`src/rtl/ssu_pkg.sv`:
```
package ssu_pkg;

  localparam int RANGE_BITS = 16;
  localparam int ROT_ITERS = 16;
  localparam int NORM_FRAC = 30 - RANGE_BITS;
  localparam int CW = RANGE_BITS + 1;
  localparam int RW = RANGE_BITS + 12;
  localparam int ZW = 24;
  localparam int SW = 2 * CW + 1;
  localparam int QW = 2 * SW + 2 * NORM_FRAC;
  localparam int MW = CW + 15 + NORM_FRAC;
  localparam int IW = $clog2(ROT_ITERS + 1);
  localparam int KW = 6;

  localparam logic [1:0] CFG_ANGLE_STEP = 2'd0;
  localparam logic [1:0] CFG_GAIN = 2'd1;

  typedef enum logic [3:0] {
    ST_IDLE, ST_ROT, ST_COMP, ST_SUM, ST_SQRT, ST_DIVX, ST_DIVY, ST_DOT, ST_GAIN,
    ST_OUT1, ST_OUT2
  } state_t;

  typedef struct packed {
    logic load;
    logic rot_step;
    logic comp;
    logic sum;
    logic sqrt_init;
    logic sqrt_step;
    logic div_init;
    logic div_sel_y;
    logic div_step;
    logic unit_y;
    logic dot;
    logic gain_mul;
    logic commit;
  } ssu_cmd_t;

  typedef struct packed {
    logic rot_done;
    logic sqrt_done;
    logic div_done;
    logic seg_zero;
  } ssu_sts_t;

  function automatic logic [ZW-1:0] atan_lut(input logic [4:0] i);
    logic [ZW-1:0] r;
    case (i)
      5'd0: r = 24'd2097152;  5'd1: r = 24'd1238021; 5'd2: r = 24'd654136;
      5'd3: r = 24'd332050;   5'd4: r = 24'd166669;  5'd5: r = 24'd83416;
      5'd6: r = 24'd41718;    5'd7: r = 24'd20860;   5'd8: r = 24'd10430;
      5'd9: r = 24'd5215;     5'd10: r = 24'd2608;   5'd11: r = 24'd1304;
      5'd12: r = 24'd652;     5'd13: r = 24'd326;    5'd14: r = 24'd163;
      5'd15: r = 24'd81;      5'd16: r = 24'd41;     5'd17: r = 24'd20;
      5'd18: r = 24'd10;      5'd19: r = 24'd5;      5'd20: r = 24'd3;
      5'd21: r = 24'd1;       5'd22: r = 24'd1;
      default: r = 24'd0;
    endcase
    return r;
  endfunction

endpackage

```
`src/rtl/ssu_ctrl.sv`:
```
module ssu_ctrl (
  input  logic clk,
  input  logic rst,
  input  logic in_fire,
  input  logic last,
  input  logic [1:0] seen,
  input  logic out_ready,
  input  ssu_pkg::ssu_sts_t sts,
  output ssu_pkg::ssu_cmd_t cmd,
  output logic in_ready,
  output logic out_valid,
  output logic out_second
);
  import ssu_pkg::*;

  state_t state, state_next;

  always_ff @(posedge clk) begin
    if (rst) begin
      state <= ST_IDLE;
    end else begin
      state <= state_next;
    end
  end

  always_comb begin
    state_next = state;
    cmd = '0;
    in_ready = 1'b0;
    out_valid = 1'b0;
    out_second = 1'b0;
    case (state)
      ST_IDLE: begin
        in_ready = 1'b1;
        if (in_fire) begin
          cmd.load = 1'b1;
          state_next = ST_ROT;
        end
      end
      ST_ROT: begin
        if (sts.rot_done) begin
          state_next = ST_COMP;
        end else begin
          cmd.rot_step = 1'b1;
        end
      end
      ST_COMP: begin
        cmd.comp = 1'b1;
        state_next = (seen == 2'd0) ? ST_OUT2 : ST_SUM;
      end
      ST_SUM: begin
        cmd.sum = 1'b1;
        state_next = ST_SQRT;
      end
      ST_SQRT: begin
        if (sts.seg_zero) begin
          state_next = ST_DOT;
        end else begin
          cmd.sqrt_init = 1'b1;
          state_next = ST_DIVX;
        end
      end
      ST_DIVX: begin
        if (!sts.sqrt_done) begin
          cmd.sqrt_step = 1'b1;
        end else if (sts.div_done) begin
          cmd.div_init = 1'b1;
          cmd.div_sel_y = 1'b1;
          state_next = ST_DIVY;
        end else begin
          cmd.div_step = 1'b1;
        end
      end
      ST_DIVY: begin
        if (sts.div_done) begin
          cmd.unit_y = 1'b1;
          state_next = ST_DOT;
        end else begin
          cmd.div_step = 1'b1;
          cmd.div_sel_y = 1'b1;
        end
      end
      ST_DOT: begin
        cmd.dot = 1'b1;
        state_next = ST_GAIN;
      end
      ST_GAIN: begin
        cmd.gain_mul = 1'b1;
        state_next = (seen == 2'd2) ? ST_OUT1 : (last ? ST_OUT2 : ST_IDLE);
        if (seen != 2'd2 && !last) begin
          cmd.commit = 1'b1;
        end
      end
      ST_OUT1: begin
        out_valid = 1'b1;
        if (out_ready) begin
          if (last) begin
            state_next = ST_OUT2;
          end else begin
            cmd.commit = 1'b1;
            state_next = ST_IDLE;
          end
        end
      end
      ST_OUT2: begin
        out_valid = 1'b1;
        out_second = 1'b1;
        if (out_ready) begin
          cmd.commit = 1'b1;
          state_next = ST_IDLE;
        end
      end
      default: state_next = ST_IDLE;
    endcase
  end

endmodule

```
`config.mk`:
```
export PLATFORM = sky130hd
export DESIGN_NAME = ssu_ctrl
export DESIGN_NICKNAME = d
export VERILOG_FILES = /design/src/rtl/ssu_pkg.sv /design/src/rtl/ssu_ctrl.sv
export SDC_FILE = /design/constraint.sdc
export NUM_CORES = 1
export LEC_CHECK = 0
export ABC_AREA = 1
export BUFFER_PORTS_ARGS = -buffer_cell sky130_fd_sc_hd__clkbuf_2
export CELL_PAD_IN_SITES_DETAIL_PLACEMENT = 2
export CELL_PAD_IN_SITES_GLOBAL_PLACEMENT = 2
export CORE_AREA = 3 3 54 56
export CTS_BUF_LIST = sky130_fd_sc_hd__clkbuf_2 sky130_fd_sc_hd__clkbuf_4 sky130_fd_sc_hd__clkbuf_8
export DETAILED_ROUTE_END_ITERATION = 6
export DIE_AREA = 0 0 57 59
export PLACE_DENSITY_LB_ADDON = 0.1
export SYNTH_ARGS = -nofsm -noshare
export SYNTH_HDL_FRONTEND = slang
export SYNTH_SLANG_ARGS = --single-unit
```
`constraint.sdc`:
```
create_clock -name clk -period 2.8 [get_ports clk]
set_clock_uncertainty 0.05 [all_clocks]
set_input_delay 0.7 -clock clk [delete_from_list [all_inputs] [get_ports clk]]
set_output_delay 0.7 -clock clk [all_outputs]
set_load 0.01 [all_outputs]
```
# Word level (Yosys, flattened, before mapping)
# Index checks and enable logic that the tools add are counted.
# word_totals
reg_bits	4
output_inout_bits	16
wordCells	65
# op_classes
reduce_logical	6
muxes	39
n_eq_ne	19
# ops
cell	n
4-bit case mux with 11 select lines	1
4-bit two-way mux	10
1-bit two-way mux	21
4-bit by 3-bit == test with 1-bit output, second input constant	4
2-bit inequality test, second input constant	8
4-bit == test, second input constant	3
4-bit by 2-bit == test with 1-bit output, second input constant	2
2-bit two-way mux	4
7-bit AND reduction	1
4-bit by 1-bit == test with 1-bit output, second input constant	1
4-bit zero test	1
2-bit case mux with 2 select lines	1
3-bit two-way mux	1
1-bit case mux with 3 select lines	1
2-bit == test, second input constant	1
2-bit zero test	1
2-bit OR reduction	1
1-bit logical AND	1
1-bit zero test	1

# Depth between registers and ports, before layout
# Gate-level depths: netlist of the first run.
# depth
depth_word	4
depth_mapped	9
mapped_depth_nobuf	9

# Worst setup path after synthesis of the first run
# OpenSTA, ideal clock, no wires.
# synth_timing
kind	input -> output
startpoint	input port seen[0]
endpoint	output port cmd[0] (netlist name)
setup_slack_ps	841
path_stages	4
n_path_buf	0
t_arrival_ps	1209
t_required_ps	2050
path_cell_list	inv_1 nand2_1 nand2_1 o32ai_1
# synth_lines
item	line_no	rtl
start, declared	ssu_ctrl.sv:6	input logic [1:0] seen,
end, declared	ssu_ctrl.sv:9	output ssu_pkg::ssu_cmd_t cmd,

==> results of run 1 <==
==> stage by stage <==
step	instances	setup WS, ns	power, mW
after floorplan	100	0.841	0.323
after global placement	156	0.681	0.426
after detailed placement	156	0.658	0.436
after CTS	159	0.557	0.513
after global routing	159	0.394	0.559
final	159	0.591	0.497
==> final cells by class <==
class	count	area (µm²)	share of cell area (%)
Inverter	24	90.1	12.5
Sequential cell	4	80.1	11.1
Multi-Input combinational cell	72	359	49.9
Tap cell	30	37.5	5.22
Clock buffer	3	22.5	3.13
Timing Repair Buffer	26	130	18.1
==> logic make-up (layout without fill, tap and decap cells) <==
family / count (synthesis) / count (layout) / synth area share [%]
buffers and inverters: 24 / 53 / 17.0
AO/OA/AOI/OAI: 8 / 8 / 8.75
flip-flops: 4 / 4 / 15.1
AND/OR/NAND/NOR: 64 / 64 / 59.1
==> power breakdown <==
group | internal [mW] | leakage [nW] | switching (mW)
clock network | 0.0479 | 0.0138 | 0.0229
logic | 0.107 | 0.389 | 0.222
registers | 0.0725 | 0.0327 | 0.0245
total | 0.227 | 0.435 | 0.270
==> critical path: cells and delay by family, from the launching register on <==
family	cells	cell delay, ns
AOI/OAI and AO/OA	1	0.11
and+or+nand+nor	3	0.35
buffers and inverters	3	0.35
DFF	1	0.43
==> Yosys cell counts, drive strengths merged <==
library cell / count
a21oi: 5
inv: 23
dfxtp: 4
nand3: 11
clkinv: 1
nor3: 3
o31ai: 1
nand4: 2
o21ai: 1
nand2: 30
nand3b: 1
nor2: 17
o32ai: 1
==> layer usage <==
metal  vias up  share of wire, %  global-route usage, %
met1       327                46                   15.8
met2        15                50                   23.3
met5         -                 0                      0
li1        369                 -                      -
met4         0                 0                   4.97
met3         0               4.0                   1.31
==> path summary, 6_finish.rpt <==
path,startpoint,depth (start not counted),to,slack [ns]
setup / recovery,state[3],7,cmd[0],0.59
setup reg to reg,state[1],7,state[1],1.36
hold reg to reg,state[0],2,state[0],0.50
hold / removal,state[0],2,state[0],0.50
==> flow_summary_export.csv, run 1 <==
group,metric,value,unit
route,drcViolationCount,0,
global_routing,grt_pass1_vias,755,
sta,setup_viol,0,
die,die_h,59,µm
clock_network,cts_tree,"done",
critical_path,cp_slowest_stage_delay,0.43,ns
sta,fin_crit_sh,78.9,%
clock_network,ctsResizeCount,0,
yosys,yosysTopAreaCell,"nand2_1",
clock_network,htree_num_levels,1,
yosys,yosysSeqAreaShare,15.1,%
yosys,syn_area,529,µm²
sta,finalMaxSlewViolations,0,
sta,finalHoldViolCount,0,
clock_network,clock_latency,0.23,ns
global_routing,antenna_found_initial,0,
final_layout,drive_gt1_share,35.7,%
final_layout,final_common_cell,"nand2_1",
power_and_ir_drop,powerDensity,691,nW/µm²
global_routing,track_usage,12.9,%
die,fp-row-count,18,
yosys,synth.top_cell.area_share,19.1,%
clock_network,postCtsHoldBufs,0,
final_layout,fin_area,719,µm²
sta,period_needed,2.21,ns
critical_path,slowest_stage,"dfxtp_1",
final_layout,area_growth,35.9,%
power_and_ir_drop,ir_drop,0.304,mV
global_routing,grt.overflow.total,0,
status,status,"finished, final reports clean",
route,viasPerCell,4.47,
die,die_area,3360,µm²
die,die_x,57,µm
final_layout,largest_register_ff_count,4,
place,finalWeightedCongestion,0.712,
sta,slew_headroom,79.1,%
final_layout,largestRegisters,"state (4)",
critical_path,crit_required,2.05,ns
sta,hold_slack,0.497,ns
sta,finalSetupTns,0,ns
yosys,ys_ff_latch,4,
final_layout,regMostFlops,"state",
clock_network,cts_sinks,4,
clock_network,clk_pin_slew_worst_paths,0.04,ns
worst_hold_path,min_path_type,"reg2reg",
run,cap_violations,0,
sta,rsz0062_at_grt,"false",
route,initialDrtViolationCount,6,
yosys,synth.yosys.warnings,0,
place,portBuffers,26,
place,dpl.hpwl,1760,µm
clock_network,numCtsBuffers,3,
yosys,synthCells,100,
route,antenna_left,0,
critical_path,crit_type,"reg2out",
critical_path,arrival,1.46,ns
yosys,synth.distinct_cells,19,
final_layout,num-nets-final,142,
critical_path,cp_max_fo,4,
critical_path,critical_path.endpoint_type,"output port",
yosys,syn_nets,111,
die,ios,27,
final_layout,final_cell_mix,"27 x nand2_1, 26 x clkbuf_2, 19 x inv_1",
route,dr.pass1.iters,4,
route,wl_per_cell,12.3,µm
clock_network,clockBufferDepth,2,
global_routing,grt_pass1_wl,3350,µm
final_layout,post-route-util,29.0,%
die,start_util,21.4,%
sta,fmax,0.453,GHz
critical_path,start_kind,"flip-flop",
die,core-area,2480,µm²
global_routing,grt_max_degree,8,
power_and_ir_drop,cellLeakagePower,0.435,nW
final_layout,nFillCells,319,
route,vias,711,
final_layout,antennaDiodeCount,0,
yosys,netlist_top_cells_area,"nand2_1 19%, dfxtp_1 15%, inv_1 13%, nand3_1 8.5%, nor2_1 7.1%",
critical_path,crit_chain,"inv_2 -> nor2_2 -> nand3_1 -> inv_1 -> nand2_1 -> o32ai_1 -> clkbuf_2",
clock_network,post-cts-setup-buffer-count,0,
sta,worstMarginPinSlew,0.313,ns
place,dpl_cell_area,697,µm²
clock_network,root_buffer,"clkbuf_4",
route,totalWireLength,1960,µm
yosys,synth.avg_cell_area,5.29,µm²
No activity file was read; power rests on OpenSTA's default activity.
==> run 2: changes to the inputs <==
Settings changed: CORE_AREA 3 3 54 56 to 3 3 59 61, DIE_AREA 0 0 57 59 to 0 0 62 64.
Clock period 2.8 ns to 1.93 ns, I/O delays scaled along.
==> flow_summary_export.csv, run 2 (synthesized netlist as in run 1, its figures left out) <==
group,metric,value,unit
sta,slew_headroom,82.1,%
power_and_ir_drop,power_switching_share,52.5,%
sta,setup_viol,0,
critical_path,crit_required,1.40,ns
place,portBuffers,26,
power_and_ir_drop,p_int,0.404,mW
clock_network,cts_sinks,4,
run,cap_violations,0,
critical_path,crit_type,"reg2out",
clock_network,cts_tree,"done",
route,drcViolationCount,0,
route,dr.pass1.iters,3,
place,finalWeightedCongestion,0.730,
clock_network,numCtsBuffers,3,
global_routing,antenna_found_initial,0,
power_and_ir_drop,powerDensity,1030,nW/µm²
final_layout,nFillCells,413,
place,dpl.hpwl,1810,µm
global_routing,grt_max_degree,8,
power_and_ir_drop,ir_drop,0.432,mV
clock_network,postCtsHoldBufs,0,
final_layout,drive_gt1_share,45.5,%
sta,finalHoldViolCount,0,
route,viasPerCell,4.10,
final_layout,area_growth,55.3,%
global_routing,track_usage,11.9,%
die,core-area,3030,µm²
sta,fin_crit_sh,95.6,%
sta,finalMaxSlewViolations,0,
global_routing,grt_pass1_vias,734,
sta,period_needed,1.85,ns
route,initialDrtViolationCount,17,
route,wl_per_cell,12.3,µm
sta,worstMarginPinSlew,0.268,ns
sta,hold_slack,0.393,ns
status,status,"finished, final reports clean",
critical_path,path_delay_family,"flip-flops",
power_and_ir_drop,cellLeakagePower,0.477,nW
critical_path,cp_slowest_stage_delay,0.37,ns
power_and_ir_drop,combPwrFrac,67.3,%
route,antenna_left,0,
sta,rsz0062_at_grt,"false",
critical_path,critical_path.endpoint_type,"output port",
final_layout,antennaDiodeCount,0,
final_layout,regMostFlops,"state",
clock_network,clockBufferDepth,2,
final_layout,num-nets-final,147,
power_and_ir_drop,switching_power,0.445,mW
final_layout,largest_register_ff_count,4,
critical_path,slowest_stage,"dfxtp_4",
critical_path,crit_chain,"inv_1 -> nor2_4 -> nand2_2 -> o31ai_1 -> buf_2",
critical_path,start_kind,"flip-flop",
power_and_ir_drop,seqPwrFrac,20.2,%
final_layout,final_cell_mix,"24 x nand2_1, 24 x clkbuf_2, 17 x inv_1",
die,start_util,17.5,%
global_routing,grt.overflow.total,0,
die,fp-row-count,20,
clock_network,root_buffer,"clkbuf_4",
critical_path,arrival,1.31,ns
die,die_area,3970,µm²
die,die_h,64,µm
clock_network,clock_latency,0.24,ns
sta,fmax,0.542,GHz
worst_hold_path,min_path_type,"in2reg",
final_layout,multi_input_area,389,µm²
die,ios,27,
power_and_ir_drop,p_clk_share,12.5,%
power_and_ir_drop,p_total,0.849,mW
final_layout,seq_area,95.1,µm²
critical_path,cp_max_fo,5,
route,vias,730,
sta,finalSetupTns,0,ns
critical_path,path_buf_inv,2,
clock_network,clk_pin_slew_worst_paths,0.04,ns
clock_network,htree_num_levels,1,
global_routing,grt_pass1_wl,3520,µm
die,die_x,62,µm
final_layout,largestRegisters,"state (4)",
route,totalWireLength,2190,µm
run 2: cell count changes in the layout (fill, tap and decap cells not counted), sizes merged:
cell    previous run  this run
buf                0         7
clkbuf            29        27
run 2: timing repair:
| item | in CTS | in global routing |
|---|---|---|
| pin swaps | 0 | 2 |
| gates resized for setup | 4 | 17 |
| endpoints found under the setup margin | 3 | 4 |
| setup buffers | 0 | 3 |
run 2: path summary, 6_finish.rpt:
path                            slack, ns       end     start  cells past startpoint
worst max register to register       0.47  state[1]  state[0]                      8
worst min register to register       0.48  state[0]  state[0]                      2
worst min-delay path                 0.39  state[0]       rst                      2
worst max-delay path                 0.08    cmd[5]  state[2]                      5
run 2: layout make-up:
type / instances / area share [%]
multi-input cells: 72 / 47.3
inverters: 24 / 11.3
well taps: 44 / 6.70
clock buffers: 3 / 2.74
flip-flops and latches: 4 / 11.6
repair buffers: 31 / 20.4
run 2: through the flow:
stage / cells / setup WS, ns / cell area, µm² / util [%]
final: 178 / 0.0842 / 822 / 27.1
after global routing: 178 / 0.00280 / 822 / 27.1
after CTS: 175 / -0.00198 / 761 / 25.1
after detailed placement: 172 / 0.187 / 729 / 24.1
after global placement: 172 / 0.204 / 729 / 24.1
after floorplan: 100 / 0.350 / 529 / -
run 2: power groups by stage:
stage          Clock [mW]  Sequential, mW  Combinational, mW
6_report            0.106           0.172              0.571
5_1_grt             0.118           0.179              0.667
3_5_place_dp            0           0.144              0.503
2_1_floorplan           0           0.136              0.332
4_1_cts             0.109           0.149              0.517
3_3_place_gp            0           0.141              0.494
run 2: per-layer routing:
| layer | GRT usage [%] | share of wire, % |
|---|---|---|
| met4 | 4.77 | 1.6 |
| met3 | 1.82 | 4.4 |
| met5 | 0 | 0 |
| met2 | 18.4 | 45 |
| met1 | 15.9 | 48 |
==> run 3: changes to the inputs <==
Settings changed: CORE_AREA 3 3 59 61 to 3 3 65 55, DIE_AREA 0 0 62 64 to 0 0 68 58.
==> flow_summary_export.csv, run 3 (synthesized netlist as in run 1, its figures left out) <==
group,metric,value,unit
sta,fin_crit_sh,95.6,%
route,vias,732,
die,die_x,68,µm
final_layout,area_growth,55.6,%
die,fp-row-count,18,
clock_network,postCtsHoldBufs,0,
sta,slew_headroom,79.0,%
die,ios,27,
final_layout,regMostFlops,"state",
critical_path,cp-endpoint,"cmd[4]",
die,die_area,3940,µm²
final_layout,final_cell_mix,"27 x nand2_1, 25 x clkbuf_2, 19 x inv_1",
sta,finalMaxSlewViolations,0,
global_routing,track_usage,11.7,%
global_routing,grt.overflow.total,0,
route,totalWireLength,2120,µm
run,cap_violations,0,
die,start_util,17.5,%
final_layout,antennaDiodeCount,0,
route,dr.pass1.iters,4,
die,core-area,3020,µm²
critical_path,cp_max_fo,4,
critical_path,rr_startpoint,"state[1]",
global_routing,grt_max_degree,7,
route,wl_per_cell,12.2,µm
route,initialDrtViolationCount,24,
clock_network,cts_tree,"done",
sta,fin_ws,0.0847,ns
clock_network,root_buffer,"clkbuf_8",
sta,finalHoldViolCount,0,
final_layout,largestRegisters,"state (4)",
final_layout,instances_no_fill,174,
route,drcViolationCount,0,
route,antenna_left,0,
critical_path,arrival,1.31,ns
clock_network,clock_latency,0.22,ns
sta,rsz0062_at_grt,"true",
status,status,"finished, final reports clean",
place,finalWeightedCongestion,0.787,
final_layout,drive_gt1_share,42.5,%
critical_path,crit_required,1.40,ns
place,pre_cts_ws,0.215,ns
global_routing,grt_pass1_wl,3460,µm
route,viasPerCell,4.21,
power_and_ir_drop,cellLeakagePower,0.486,nW
final_layout,largest_register_ff_count,4,
critical_path,crit_type,"reg2out",
global_routing,antenna_found_initial,0,
power_and_ir_drop,powerDensity,1060,nW/µm²
sta,setup_viol,0,
global_routing,grt_pass1_vias,700,
critical_path,reg2reg_slack,0.55,ns
place,portBuffers,26,
place,dp.cells,169,
die,die_h,58,µm
clock_network,clockBufferDepth,2,
critical_path,crit_start,"state[3]",
clock_network,clk_pin_slew_worst_paths,0.03,ns
worst_hold_path,hold_start,"rst",
clock_network,htree_num_levels,1,
critical_path,r2r_cells,7,
worst_hold_path,min_path_type,"in2reg",
final_layout,multi_input_area,379,µm²
critical_path,start_kind,"flip-flop",
critical_path,critical_path.endpoint_type,"output port",
final_layout,nFillCells,395,
final_layout,final_common_cell,"nand2_1",
sta,worstMarginPinSlew,0.315,ns
sta,fmax,0.542,GHz
place,dpl.hpwl,1900,µm
critical_path,reg2reg_to,"state[0]",
power_and_ir_drop,p_total,0.869,mW
final_layout,num-nets-final,147,
clock_network,cts_sinks,4,
final_layout,seq_area,92.6,µm²
power_and_ir_drop,ir_drop,0.422,mV
sta,period_needed,1.85,ns
clock_network,numCtsBuffers,3,
-- run 3: cell count changes in the layout (fill, tap and decap cells not counted), moves of 2 or more --
| cell | previous run | this run |
|---|---|---|
| inv_1 | 17 | 19 |
| clkbuf_4 | 3 | 0 |
| nand2_2 | 4 | 2 |
| nand2_1 | 24 | 27 |
| clkbuf_8 | 0 | 3 |
| inv_2 | 5 | 3 |
-- run 3: repair_timing --
action                                  in CTS  in global routing
endpoints found under the setup margin       2                  4
gates resized for setup                      2                 11
buffers inserted                             0                  2
pin swaps                                    0                  1
-- run 3: layout make-up --
cell class / count / share of cell area (%)
multi-input cells: 72 / 46.0
repair buffers: 31 / 20.4
flip-flops and latches: 4 / 11.2
well taps: 40 / 6.08
inverters: 24 / 11.2
clock buffers: 3 / 5.02
-- run 3: power by group --
part	switching [mW]	internal [mW]	total (mW)
Combinational	0.333	0.196	0.529
Sequential	0.0499	0.116	0.166
Clock	0.0415	0.133	0.174
-- run 3: worst max-delay path, cell delays in order (launching register included) --
cell      delay (ns)
dfxtp_4         0.35
inv_2           0.09
nand2_1         0.12
nor2_1          0.16
nand2_2         0.08
a21oi_1         0.14
clkbuf_2        0.15
-- run 3: through the flow --
stage	TNS, ns	cell area (µm²)	hold WS, ns	utilization (%)
finish	0	823	0.423	27.3
global route	-0.0328	823	0.443	27.3
CTS	0	776	0.432	25.7
detailed placement	0	732	0.488	24.3
global placement	0	732	0.483	24.3
floorplan	0	529	0.450	-
-- run 3: worst min path at each step --
stage / end / slack, ns / cells after the start
2_1_floorplan: state[0] / 0.45 / 2
3_3_place_gp: state[0] / 0.48 / 2
3_5_place_dp: state[0] / 0.49 / 2
4_1_cts: state[0] / 0.43 / 2
5_1_grt: state[0] / 0.44 / 2
6_report: state[2] / 0.42 / 2
-- run 3: metal layers --
metal	global-route usage [%]	share of wire (%)	routed length (µm)
met4	3.40	0.47	10
met1	17.0	51	1070
met2	17.4	44	940
met3	1.94	4.7	99
met5	0	0	0
